<file path="config.mk">
export PLATFORM = sky130hd
export DESIGN_NAME = xytp_ctrl
export DESIGN_NICKNAME = d
export VERILOG_FILES = /design/src/rtl/core/xytp_pkg.sv /design/src/rtl/core/xytp_ctrl.sv
export SDC_FILE = /design/constraint.sdc
export NUM_CORES = 1
export LEC_CHECK = 0
export BUFFER_PORTS_ARGS = -buffer_cell sky130_fd_sc_hd__buf_2
export CAP_MARGIN = 30
export CORE_AREA = 5 5 42 44
export CTS_CLUSTER_DIAMETER = 150
export DETAILED_ROUTE_END_ITERATION = 16
export DIE_AREA = 0 0 47 49
export GPL_TIMING_DRIVEN = 1
export PLACE_DENSITY_LB_ADDON = 0.3
export SLEW_MARGIN = 20
export SYNTH_ARGS = -nofsm -noshare
export SYNTH_HDL_FRONTEND = slang
export SYNTH_SLANG_ARGS = --single-unit
export TNS_END_PERCENT = 50
</file>
<file path="constraint.sdc">
create_clock -name clk -period 1.2 [get_ports clk]
set_clock_uncertainty 0.15 [all_clocks]
set_input_delay 0.06 -clock clk [delete_from_list [all_inputs] [get_ports clk]]
set_output_delay 0.06 -clock clk [all_outputs]
set_load 0.02 [all_outputs]
</file>
<file path="src/rtl/core/xytp_pkg.sv">
`default_nettype none

package xytp_pkg;

    localparam int unsigned COLOR_W = 16;
    localparam int unsigned PIX_W   = 11;
    localparam int unsigned CFG_IDX_W = 3;

    localparam logic CMD_LIGHT = 1'b0;
    localparam logic CMD_FADE  = 1'b1;

    localparam logic [CFG_IDX_W-1:0] REG_SCALE_X   = 3'd0;
    localparam logic [CFG_IDX_W-1:0] REG_SCALE_Y   = 3'd1;
    localparam logic [CFG_IDX_W-1:0] REG_ORIGIN_X  = 3'd2;
    localparam logic [CFG_IDX_W-1:0] REG_ORIGIN_Y  = 3'd3;
    localparam logic [CFG_IDX_W-1:0] REG_LIGHT_COL = 3'd4;
    localparam logic [CFG_IDX_W-1:0] REG_FADE_COL  = 3'd5;

    localparam logic [9:0]  ORIGIN_RST    = 10'd60;
    localparam logic [15:0] LIGHT_COL_RST = 16'hFFFF;
    localparam logic [15:0] FADE_COL_RST  = 16'((2 << 11) + (3 << 5) + 2);

    // controller -> datapath
    typedef struct packed {
        logic load_sample;
        logic load_light;
        logic load_fade;
        logic fade_last;
    } xytp_cmd_t;

    // datapath -> controller
    typedef struct packed {
        logic out_free;
    } xytp_status_t;

endpackage

`default_nettype wire

</file>
<file path="src/rtl/core/xytp_ctrl.sv">
`default_nettype none

module xytp_ctrl #(
    parameter int unsigned FADE_TAPS = 16
) (
    input  wire logic                  clk,
    input  wire logic                  rst_n,
    input  wire logic                  in_valid,
    output      logic                  in_stall,
    input  wire xytp_pkg::xytp_status_t status,
    output      xytp_pkg::xytp_cmd_t    cmd
);

    import xytp_pkg::*;

    localparam int unsigned TW = (FADE_TAPS > 1) ? $clog2(FADE_TAPS) : 1;
    localparam logic [TW-1:0] LAST_TAP = TW'(FADE_TAPS - 1);

    typedef enum logic [1:0] {
        S_IDLE,
        S_LIGHT,
        S_FADE
    } state_t;

    state_t        state_reg, state_next;
    logic [TW-1:0] tap_reg, tap_next;

    always_comb
    begin
        state_next      = state_reg;
        tap_next        = tap_reg;
        in_stall        = 1'b1;
        cmd.load_sample = 1'b0;
        cmd.load_light  = 1'b0;
        cmd.load_fade   = 1'b0;
        cmd.fade_last   = (tap_reg == LAST_TAP);
        case (state_reg)
            S_IDLE:
            begin
                in_stall = 1'b0;
                if (in_valid)
                begin
                    cmd.load_sample = 1'b1;
                    state_next      = S_LIGHT;
                end
            end
            S_LIGHT:
            begin
                if (status.out_free)
                begin
                    cmd.load_light = 1'b1;
                    tap_next       = '0;
                    state_next     = S_FADE;
                end
            end
            S_FADE:
            begin
                if (status.out_free)
                begin
                    cmd.load_fade = 1'b1;
                    if (tap_reg == LAST_TAP)
                    begin
                        state_next = S_IDLE;
                    end
                    else
                    begin
                        tap_next = tap_reg + 1'b1;
                    end
                end
            end
            default:
            begin
                state_next = S_IDLE;
            end
        endcase
    end

    always_ff @(posedge clk or negedge rst_n)
    begin
        if (!rst_n)
        begin
            state_reg <= S_IDLE;
            tap_reg   <= '0;
        end
        else
        begin
            state_reg <= state_next;
            tap_reg   <= tap_next;
        end
    end

endmodule

`default_nettype wire

</file>
==> results of run 1 <==
-- layer usage --
metal | share of wire [%] | up-vias | global-route usage, %
met4 | 0 | 0 | 1.38
met2 | 49 | 9 | 14.3
li1 | - | 186 | -
met3 | 6.9 | 0 | 5.54
met5 | 0 | - | 0
met1 | 44 | 162 | 11.7
-- logic make-up after synthesis --
logic type / share of synthesized area (%)
and+or+nand+nor: 22.4
adders and majority gates: 3.68
DFF: 44.1
buffers and inverters: 6.62
AOI/OAI and AO/OA: 20.2
muxes: 2.94
-- worst max-delay path by stage --
stage                       from         end  cells after the start
floorplan             tap_reg[0]  tap_reg[3]                      5
global placement      tap_reg[1]  tap_reg[1]                      5
detailed placement    tap_reg[0]  tap_reg[0]                      5
CTS                 state_reg[1]      cmd[3]                      3
global route          tap_reg[0]      cmd[0]                      5
finish                tap_reg[1]      cmd[0]                      5
-- what timing repair did --
action / 4_1_cts / 5_1_grt
hold buffers: 2 / 0
resized for setup: 20 / 5
endpoints found under the hold margin: 7 / 0
buffers inserted: 6 / 1
setup endpoints to repair: 9 / 10
pin swaps: 4 / 1
-- layout by cell type (no fill, tap or decap), drive strengths merged, types with 2 or more instances in the layout --
cell,count
buf,22
dfrtp,6
inv,6
o21ai,5
o211ai,4
clkbuf,3
nand2,2
dlygate4sd3,2
nand3,2
nand3b,2
nor2,2
-- cell type report --
| cell class | instances | area, µm² |
|---|---|---|
| fill | 141 | 764 |
| multi-input combinational | 25 | 214 |
| timing repair buffer | 24 | 204 |
| sequential | 6 | 151 |
| inverter | 6 | 25.0 |
| clock buffer | 3 | 22.5 |
| tap | 16 | 20.0 |
-- metrics by stage --
step	hold slack, ps	setup TNS, ps	utilization, %	instances
2_1_floorplan	-386	-136	-	37
3_3_place_gp	-256	-203	33.2	68
3_5_place_dp	-260	-265	33.2	68
4_1_cts	5.65	-1040	43.7	79
5_1_grt	37.8	-1520	45.4	80
6_report	12.2	-998	45.4	80
-- power groups by stage --
| stage | registers, mW | clock network (mW) | logic [mW] |
|---|---|---|---|
| after floorplan | 0.315 | 0 | 0.209 |
| after global placement | 0.311 | 0 | 0.400 |
| after detailed placement | 0.315 | 0 | 0.392 |
| after CTS | 0.318 | 0.198 | 0.541 |
| after global routing | 0.331 | 0.206 | 0.653 |
| final | 0.323 | 0.185 | 0.602 |
-- critical path, stage by stage (launching register included) --
cell and delay (ps):
dfrtp_1 410, ha_4 190, nand3_4 70, inv_4 50, buf_6 100, buf_6 120
==> run_summary.xml, run 1 <==
<?xml version="1.0" encoding="UTF-8"?>
<metrics>
  <group name="yosys">
    <metric name="netlist_top_cells_area" unit="">dfrtp_1 (44%), o211ai_1 (8.8%), o21ai_0 (7.4%)</metric>
    <metric name="synthDistinctLibCells" unit="">17</metric>
    <metric name="synth.largest_area_cell" unit="">dfrtp_1</metric>
    <metric name="netlist_area" unit="µm²">340</metric>
    <metric name="synth-edff-count" unit="">0</metric>
    <metric name="ys_dominant_reg_cell" unit="">dfrtp_1</metric>
    <metric name="avgSynthCellArea" unit="µm²">9.20</metric>
    <metric name="synth.top_cells.by_count" unit="">dfrtp_1 (6), inv_1 (6), o21ai_0 (5), o211ai_1 (4)</metric>
    <metric name="synth_top_area_share" unit="%">44.1</metric>
    <metric name="synth_net_count" unit="">42</metric>
    <metric name="synth_seq_cells" unit="">6</metric>
    <metric name="synthesis.yosys.warnings" unit="">0</metric>
    <metric name="synthCells" unit="">37</metric>
    <metric name="ys_async_sr_fraction" unit="%">100</metric>
    <metric name="ys_seq_area_share" unit="%">44.1</metric>
  </group>
  <group name="die">
    <metric name="floorplan.initialDensity" unit="%">24.3</metric>
    <metric name="fp-row-count" unit="">14</metric>
    <metric name="io_pins" unit="">9</metric>
    <metric name="floorplan.die.width" unit="µm">47</metric>
    <metric name="placeableCoreArea" unit="µm²">1400</metric>
    <metric name="chipHeight" unit="µm">49</metric>
    <metric name="dieArea" unit="µm²">2300</metric>
  </group>
  <group name="placement">
    <metric name="port_buffers" unit="">8</metric>
    <metric name="place_hpwl" unit="µm">562</metric>
    <metric name="instance_area_after_placement" unit="µm²">465</metric>
    <metric name="gp_routability_congestion" unit="">0.694</metric>
    <metric name="worst_setup_slack_after_placement" unit="ps">-108</metric>
  </group>
  <group name="power_and_ir_drop">
    <metric name="internal-power" unit="mW">0.712</metric>
    <metric name="ir_worst_vdd" unit="mV">0.842</metric>
    <metric name="power.clock.fraction" unit="%">16.7</metric>
    <metric name="report.power.total" unit="mW">1.11</metric>
    <metric name="power.switching_fraction" unit="%">35.8</metric>
    <metric name="combinationalPowerShare" unit="%">54.3</metric>
    <metric name="total_switching_power" unit="mW">0.398</metric>
    <metric name="power_frac_seq" unit="%">29.1</metric>
    <metric name="p_leak" unit="nW">0.308</metric>
    <metric name="power-per-cell-area" unit="nW/µm²">1740</metric>
  </group>
  <group name="grt">
    <metric name="track_usage" unit="%">9.43</metric>
    <metric name="grt_pass1_vias" unit="">382</metric>
    <metric name="grt_pass1_wl" unit="µm">1560</metric>
    <metric name="antenna_found_initial" unit="">0</metric>
    <metric name="global_route.overflow_total" unit="">0</metric>
    <metric name="grt_max_degree" unit="">8</metric>
  </group>
  <group name="routing">
    <metric name="drt-vias-per-instance" unit="">4.46</metric>
    <metric name="vias" unit="">357</metric>
    <metric name="detail_route.drc_violations" unit="">0</metric>
    <metric name="detail_route.wl_per_cell" unit="µm">11.3</metric>
    <metric name="drt_first_iter_violations" unit="">5</metric>
    <metric name="wire_length_reported_by_the_detailed_router" unit="µm">900</metric>
    <metric name="detail_route.first_pass.iterations" unit="">2</metric>
    <metric name="postRouteAntennaNets" unit="">0</metric>
  </group>
  <group name="critical_path">
    <metric name="worst_r2r_path_depth" unit="">6</metric>
    <metric name="worst-endpoint-arrival" unit="ps">1170</metric>
    <metric name="worstSetupStartpointType" unit="">flip-flop</metric>
    <metric name="critPathKind" unit="">flip-flop to primary output</metric>
    <metric name="worst-endpoint-required" unit="ps">990</metric>
    <metric name="rrSetupSlack" unit="ps">-140</metric>
    <metric name="r2r-end" unit="">tap_reg[3]</metric>
    <metric name="setup.worst_path.end_class" unit="">primary output</metric>
    <metric name="critical_path_peak_fanout" unit="">4</metric>
    <metric name="rr_startpoint" unit="">tap_reg[1]</metric>
  </group>
  <group name="finish">
    <metric name="num-nets-final" unit="">71</metric>
    <metric name="final_layout_size_suffix_gt1_share" unit="%">56.3</metric>
    <metric name="max_reg_flops" unit="">4</metric>
    <metric name="diodes" unit="">0</metric>
    <metric name="flow.area_growth_from_synthesis" unit="%">87.1</metric>
    <metric name="postLayoutCellArea" unit="µm²">637</metric>
  </group>
  <group name="sta">
    <metric name="tightestPinTransition" unit="ps">208</metric>
    <metric name="slew_headroom" unit="%">86.1</metric>
    <metric name="setup_repair_after_global_routing_missed_its_margin" unit="">true</metric>
    <metric name="max_freq" unit="GHz">0.726</metric>
    <metric name="timing.final.hold_violations" unit="">0</metric>
    <metric name="timing.final.crit_period" unit="ps">1380</metric>
    <metric name="post-route-worst-setup-slack" unit="ps">-178</metric>
    <metric name="timing.final.max_slew_violations" unit="">0</metric>
    <metric name="timing.final.crit_share" unit="%">115</metric>
    <metric name="setup_viol" unit="">10</metric>
  </group>
  <group name="status">
    <metric name="run_status" unit="">complete, but fails checks</metric>
    <metric name="violations" unit="">setup timing</metric>
  </group>
  <group name="clock_network">
    <metric name="worst_skew_pair.late_latency" unit="ps">250</metric>
    <metric name="htree_levels" unit="">1</metric>
    <metric name="clock_sink_count" unit="">6</metric>
    <metric name="clock-root-buffer" unit="">clkbuf_4</metric>
    <metric name="clock_tree.buffer_depth" unit="">2</metric>
    <metric name="cts.reportedPaths.clkPinSlew" unit="ps">50</metric>
    <metric name="tritoncts.num_buffers" unit="">3</metric>
    <metric name="cts_tree" unit="">done</metric>
  </group>
  <group name="run">
    <metric name="cap_viol_max_count" unit="">0</metric>
  </group>
  <group name="hold_path">
    <metric name="min-delay-path-class" unit="">input pin to async pin</metric>
  </group>
</metrics>
Power figures use the tool's default switching activity.
==> run 2: changes to the inputs <==
RECOVER_POWER = 50   (was unset)
==> run_summary.xml, run 2 (synthesized netlist as in run 1, its figures left out) <==
<?xml version="1.0" encoding="UTF-8"?>
<metrics>
  <group name="status">
    <metric name="run_status" unit="">complete, but fails checks</metric>
    <metric name="violations" unit="">setup timing</metric>
  </group>
  <group name="clock_network">
    <metric name="tritoncts.num_buffers" unit="">3</metric>
    <metric name="clock_sink_count" unit="">6</metric>
    <metric name="cts_tree" unit="">done</metric>
    <metric name="clock_tree.buffer_depth" unit="">2</metric>
    <metric name="clock-root-buffer" unit="">clkbuf_4</metric>
    <metric name="cts.reportedPaths.clkPinSlew" unit="ps">50</metric>
    <metric name="htree_levels" unit="">1</metric>
    <metric name="worst_skew_pair.late_latency" unit="ps">250</metric>
  </group>
  <group name="grt">
    <metric name="global_route.overflow_total" unit="">0</metric>
    <metric name="grt_pass1_vias" unit="">382</metric>
    <metric name="grt_use_met3" unit="%">5.54</metric>
    <metric name="global_route.usage.met1" unit="%">11.7</metric>
    <metric name="track_usage" unit="%">9.43</metric>
    <metric name="antenna_found_initial" unit="">0</metric>
    <metric name="grt_max_degree" unit="">8</metric>
    <metric name="met2_usage" unit="%">14.3</metric>
    <metric name="grt_pass1_wl" unit="µm">1560</metric>
    <metric name="grt.busiest_layer" unit="">met2</metric>
  </group>
  <group name="critical_path">
    <metric name="worstSetupStartpointType" unit="">flip-flop</metric>
    <metric name="crit_path_cell_trace" unit="">ha_4 &gt; nand3_4 &gt; inv_4 &gt; buf_6 &gt; buf_6</metric>
    <metric name="critical_path_peak_fanout" unit="">4</metric>
    <metric name="critical_path.max_stage_delay" unit="ps">410</metric>
    <metric name="cp_num_buf_inv" unit="">3</metric>
    <metric name="critPathKind" unit="">flip-flop to primary output</metric>
    <metric name="crit_path_frequent_cell" unit="">buf_6</metric>
    <metric name="worst-endpoint-required" unit="ps">990</metric>
    <metric name="kind_of_cell_adding_the_most_delay_to_the_critical_path" unit="">flip-flops</metric>
    <metric name="setup.worst_path.end_class" unit="">primary output</metric>
    <metric name="worst_path_max_delay_cell" unit="">dfrtp_1</metric>
    <metric name="worst-endpoint-arrival" unit="ps">1170</metric>
  </group>
  <group name="finish">
    <metric name="fillerInstances" unit="">140</metric>
    <metric name="diodes" unit="">0</metric>
    <metric name="final_layout_size_suffix_gt1_share" unit="%">54.7</metric>
    <metric name="num-nets-final" unit="">71</metric>
    <metric name="layout_commonest_cell" unit="">buf_4</metric>
    <metric name="max_reg_flops" unit="">4</metric>
    <metric name="layout.cells.most_common_list" unit="">buf_4 (12), buf_6 (7), dfrtp_1 (5)</metric>
    <metric name="flow.area_growth_from_synthesis" unit="%">86.8</metric>
  </group>
  <group name="die">
    <metric name="fp-row-count" unit="">14</metric>
    <metric name="io_pins" unit="">9</metric>
    <metric name="floorplan.die.width" unit="µm">47</metric>
    <metric name="floorplan.initialDensity" unit="%">24.3</metric>
    <metric name="chipHeight" unit="µm">49</metric>
    <metric name="dieArea" unit="µm²">2300</metric>
    <metric name="placeableCoreArea" unit="µm²">1400</metric>
  </group>
  <group name="power_and_ir_drop">
    <metric name="report.power.total" unit="mW">1.11</metric>
    <metric name="power.clock.fraction" unit="%">16.7</metric>
    <metric name="internal-power" unit="mW">0.712</metric>
    <metric name="combinationalPowerShare" unit="%">54.2</metric>
    <metric name="power.switching_fraction" unit="%">35.9</metric>
    <metric name="total_switching_power" unit="mW">0.398</metric>
    <metric name="ir_worst_vdd" unit="mV">0.842</metric>
    <metric name="power_frac_seq" unit="%">29.1</metric>
    <metric name="power-per-cell-area" unit="nW/µm²">1750</metric>
    <metric name="p_leak" unit="nW">0.306</metric>
  </group>
  <group name="routing">
    <metric name="wire_length_reported_by_the_detailed_router" unit="µm">900</metric>
    <metric name="drt-vias-per-instance" unit="">4.46</metric>
    <metric name="detail_route.drc_violations" unit="">0</metric>
    <metric name="detail_route.first_pass.iterations" unit="">2</metric>
    <metric name="drt_first_iter_violations" unit="">6</metric>
    <metric name="postRouteAntennaNets" unit="">0</metric>
    <metric name="vias" unit="">357</metric>
    <metric name="detail_route.wl_per_cell" unit="µm">11.3</metric>
  </group>
  <group name="sta">
    <metric name="max_freq" unit="GHz">0.725</metric>
    <metric name="timing.final.hold_violations" unit="">0</metric>
    <metric name="timing.final.crit_period" unit="ps">1380</metric>
    <metric name="post-route-worst-setup-slack" unit="ps">-178</metric>
    <metric name="slew_headroom" unit="%">78.3</metric>
    <metric name="setup_repair_after_global_routing_missed_its_margin" unit="">true</metric>
    <metric name="timing.final.crit_share" unit="%">115</metric>
    <metric name="setup_viol" unit="">10</metric>
    <metric name="tightestPinTransition" unit="ps">326</metric>
    <metric name="timing.final.max_slew_violations" unit="">0</metric>
  </group>
  <group name="placement">
    <metric name="gp_routability_congestion" unit="">0.694</metric>
    <metric name="worst_setup_slack_after_placement" unit="ps">-108</metric>
    <metric name="place_hpwl" unit="µm">562</metric>
    <metric name="port_buffers" unit="">8</metric>
  </group>
  <group name="run">
    <metric name="cap_viol_max_count" unit="">0</metric>
  </group>
  <group name="hold_path">
    <metric name="min-delay-path-class" unit="">input pin to async pin</metric>
  </group>
</metrics>
[run 2: cell count changes in the layout (fill, tap and decap cells not counted)]
| cell | before | now |
|---|---|---|
| buf_2 | 3 | 2 |
| clkbuf_1 | 0 | 1 |
[run 2: power by group through the flow]
stage / sequential, mW / combinational [mW] / clock (mW)
after detailed placement: 0.315 / 0.392 / 0
after global placement: 0.311 / 0.400 / 0
after CTS: 0.318 / 0.541 / 0.198
final: 0.323 / 0.602 / 0.185
after floorplan: 0.315 / 0.209 / 0
after global routing: 0.331 / 0.653 / 0.206
[run 2: layout make-up]
cell class	instances	area [µm²]	area share, %
Sequential cell	6	151	23.8
Timing Repair Buffer	24	203	31.9
Clock buffer	3	22.5	3.54
Inverter	6	25.0	3.94
Multi-Input combinational cell	25	214	33.7
Tap cell	16	20.0	3.15
[run 2: metal layers]
layer,vias up,wire length (µm)
met5,-,0
li1,186,-
met2,9,443
met1,162,387
met3,0,69
met4,0,0
[run 2: path summary, 6_finish.rpt]
kind	startpoint	to	slack [ps]	cells after the start
worst max-delay path	tap_reg[1]	cmd[0]	-180	5
worst min-delay path	rst_n	tap_reg[3]	60	2
worst max register to register	tap_reg[1]	tap_reg[3]	-140	6
worst min register to register	state_reg[1]	state_reg[0]	360	1
max in group asynchronous	rst_n	state_reg[1]	570	2
min in group clk	status	tap_reg[2]	70	3
[run 2: what timing repair did]
item	CTS	global route
setup buffers	6	1
pin swaps	4	1
hold buffers	2	0
endpoints found under the hold margin	7	0
gates resized for setup	20	5
setup endpoints to repair	9	10
[run 2: stage by stage]
stage | cells | area, µm² | setup TNS [ps] | hold slack (ps) | util [%]
2_1_floorplan | 37 | 353 | -136 | -386 | -
3_3_place_gp | 68 | 465 | -203 | -256 | 33.2
3_5_place_dp | 68 | 465 | -265 | -260 | 33.2
4_1_cts | 79 | 612 | -1040 | 5.65 | 43.7
5_1_grt | 80 | 636 | -1520 | 88.0 | 45.4
6_report | 80 | 636 | -998 | 64.8 | 45.4
==> run 3: changes to the inputs <==
CELL_PAD_IN_SITES_DETAIL_PLACEMENT = 0   (was unset)
CELL_PAD_IN_SITES_GLOBAL_PLACEMENT = 2   (was unset)
CORE_AREA = unset   (was 5 5 42 44)
CORE_MARGIN = 5   (was unset)
CORE_UTILIZATION = 24   (was unset)
DIE_AREA = unset   (was 0 0 47 49)
SLEW_MARGIN = unset   (was 20)
==> run_summary.xml, run 3 (synthesized netlist as in run 1, its figures left out) <==
<?xml version="1.0" encoding="UTF-8"?>
<metrics>
  <group name="status">
    <metric name="run_status" unit="">complete, but fails checks</metric>
    <metric name="violations" unit="">setup timing</metric>
  </group>
  <group name="routing">
    <metric name="detail_route.drc_violations" unit="">0</metric>
    <metric name="detail_route.wl_per_cell" unit="µm">12.8</metric>
    <metric name="drt-vias-per-instance" unit="">4.64</metric>
    <metric name="postRouteAntennaNets" unit="">0</metric>
    <metric name="wire_length_reported_by_the_detailed_router" unit="µm">959</metric>
    <metric name="vias" unit="">348</metric>
    <metric name="drt_first_iter_violations" unit="">4</metric>
    <metric name="detail_route.first_pass.iterations" unit="">2</metric>
  </group>
  <group name="finish">
    <metric name="layout.cells.most_common_list" unit="">buf_6 (7), buf_4 (7), dfrtp_1 (5)</metric>
    <metric name="postLayoutCellArea" unit="µm²">614</metric>
    <metric name="diodes" unit="">0</metric>
    <metric name="num-nets-final" unit="">67</metric>
    <metric name="final_util" unit="%">46.6</metric>
    <metric name="max_reg_flops" unit="">4</metric>
    <metric name="final-instance-count-excl-fill" unit="">75</metric>
    <metric name="flow.area_growth_from_synthesis" unit="%">80.5</metric>
    <metric name="final_layout_size_suffix_gt1_share" unit="%">51.7</metric>
  </group>
  <group name="critical_path">
    <metric name="critical_path_peak_fanout" unit="">5</metric>
    <metric name="worstSetupStartpointType" unit="">flip-flop</metric>
    <metric name="worst-endpoint-arrival" unit="ps">1140</metric>
    <metric name="worst-endpoint-required" unit="ps">990</metric>
    <metric name="setup.worst_path.end_class" unit="">primary output</metric>
    <metric name="rrSetupSlack" unit="ps">-130</metric>
    <metric name="critPathKind" unit="">flip-flop to primary output</metric>
  </group>
  <group name="power_and_ir_drop">
    <metric name="combinationalPowerShare" unit="%">52.5</metric>
    <metric name="power-per-cell-area" unit="nW/µm²">1750</metric>
    <metric name="power_frac_seq" unit="%">29.8</metric>
    <metric name="total_switching_power" unit="mW">0.404</metric>
    <metric name="internal-power" unit="mW">0.673</metric>
    <metric name="p_leak" unit="nW">0.287</metric>
    <metric name="ir_worst_vdd" unit="mV">1.09</metric>
    <metric name="power.switching_fraction" unit="%">37.5</metric>
    <metric name="power.clock.fraction" unit="%">17.7</metric>
  </group>
  <group name="clock_network">
    <metric name="htree_levels" unit="">1</metric>
    <metric name="clock_tree.buffer_depth" unit="">2</metric>
    <metric name="clock-root-buffer" unit="">clkbuf_4</metric>
    <metric name="clock_sink_count" unit="">6</metric>
    <metric name="cts_tree" unit="">done</metric>
    <metric name="tritoncts.num_buffers" unit="">3</metric>
    <metric name="worst_skew_pair.late_latency" unit="ps">250</metric>
    <metric name="cts.reportedPaths.clkPinSlew" unit="ps">50</metric>
  </group>
  <group name="sta">
    <metric name="timing.final.hold_violations" unit="">0</metric>
    <metric name="timing.final.crit_period" unit="ps">1350</metric>
    <metric name="post-route-worst-setup-slack" unit="ps">-154</metric>
    <metric name="timing.final.crit_share" unit="%">113</metric>
    <metric name="setup_repair_after_global_routing_missed_its_margin" unit="">true</metric>
    <metric name="finalHoldWorstSlack" unit="ps">58.0</metric>
    <metric name="tightestPinTransition" unit="ps">342</metric>
    <metric name="max_freq" unit="GHz">0.738</metric>
    <metric name="setup_viol" unit="">9</metric>
    <metric name="timing.final.max_slew_violations" unit="">0</metric>
    <metric name="slew_headroom" unit="%">77.2</metric>
    <metric name="setup_tns" unit="ps">-944</metric>
  </group>
  <group name="grt">
    <metric name="antenna_found_initial" unit="">0</metric>
    <metric name="global_route.overflow_total" unit="">0</metric>
    <metric name="grt_pass1_vias" unit="">356</metric>
    <metric name="grt_max_degree" unit="">7</metric>
    <metric name="track_usage" unit="%">10.9</metric>
    <metric name="grt_pass1_wl" unit="µm">1570</metric>
  </group>
  <group name="die">
    <metric name="chipHeight" unit="µm">47.7</metric>
    <metric name="floorplan.initialDensity" unit="%">25.8</metric>
    <metric name="fp-row-count" unit="">13</metric>
    <metric name="placeableCoreArea" unit="µm²">1320</metric>
    <metric name="io_pins" unit="">9</metric>
    <metric name="floorplan.die.width" unit="µm">47.7</metric>
    <metric name="dieArea" unit="µm²">2270</metric>
  </group>
  <group name="placement">
    <metric name="instance_area_after_placement" unit="µm²">464</metric>
    <metric name="place_hpwl" unit="µm">630</metric>
    <metric name="port_buffers" unit="">8</metric>
    <metric name="gp_routability_congestion" unit="">0.810</metric>
    <metric name="place.detailed.instances" unit="">67</metric>
  </group>
  <group name="hold_path">
    <metric name="min-delay-path-class" unit="">input pin to flip-flop</metric>
  </group>
  <group name="run">
    <metric name="cap_viol_max_count" unit="">0</metric>
  </group>
</metrics>
==> run 3: path summary, 6_finish.rpt <==
check,from,end,cells past startpoint
worst min register to register,state_reg[1],state_reg[0],1
worst max-delay path,state_reg[1],cmd[3],3
worst max register to register,state_reg[0],tap_reg[3],4
min in group asynchronous,rst_n,tap_reg[3],2
max in group asynchronous,rst_n,state_reg[1],2
worst min-delay path,status,tap_reg[2],3
==> run 3: what timing repair did <==
action                                 4_1_cts  5_1_grt
endpoints found under the hold margin        7        0
hold buffers                                 2        0
pin swaps                                    1        3
setup endpoints to repair                   10       10
buffers inserted                             3        0
resized for setup                           13       10
==> run 3: layout make-up <==
| type | count | area [µm²] |
|---|---|---|
| Fill cell | 134 | 703 |
| Multi-Input combinational cell | 25 | 226 |
| Inverter | 6 | 25.0 |
| Sequential cell | 6 | 151 |
| Timing Repair Buffer | 20 | 170 |
| Tap cell | 15 | 18.8 |
| Clock buffer | 3 | 22.5 |
==> run 3: metal layers <==
metal	vias up	wire length, µm	GRT usage [%]
met1	156	354	10.4
met3	2	73	6.39
met5	-	0	0
li1	180	-	-
met4	0	17	6.45
met2	10	514	18.2
==> run 3: critical path, cell delays in order, from the launching register on <==
cell     delay [ps]
dfrtp_2         430
or2_4           260
nor2_4           80
buf_6           120
==> run 3: per-stage QoR <==
step           worst slack (ps)  total power [mW]
2_1_floorplan             -44.7             0.524
5_1_grt                    -212              1.16
3_5_place_dp              -64.6             0.705
6_report                   -154              1.08
4_1_cts                    -192              1.01
3_3_place_gp              -46.6             0.697
==> run 3: power by group through the flow <==
stage	Sequential, mW	Combinational [mW]	Clock [mW]
after floorplan	0.315	0.209	0
after global placement	0.306	0.391	0
after detailed placement	0.310	0.396	0
after CTS	0.309	0.495	0.204
after global routing	0.331	0.613	0.219
final	0.321	0.565	0.190
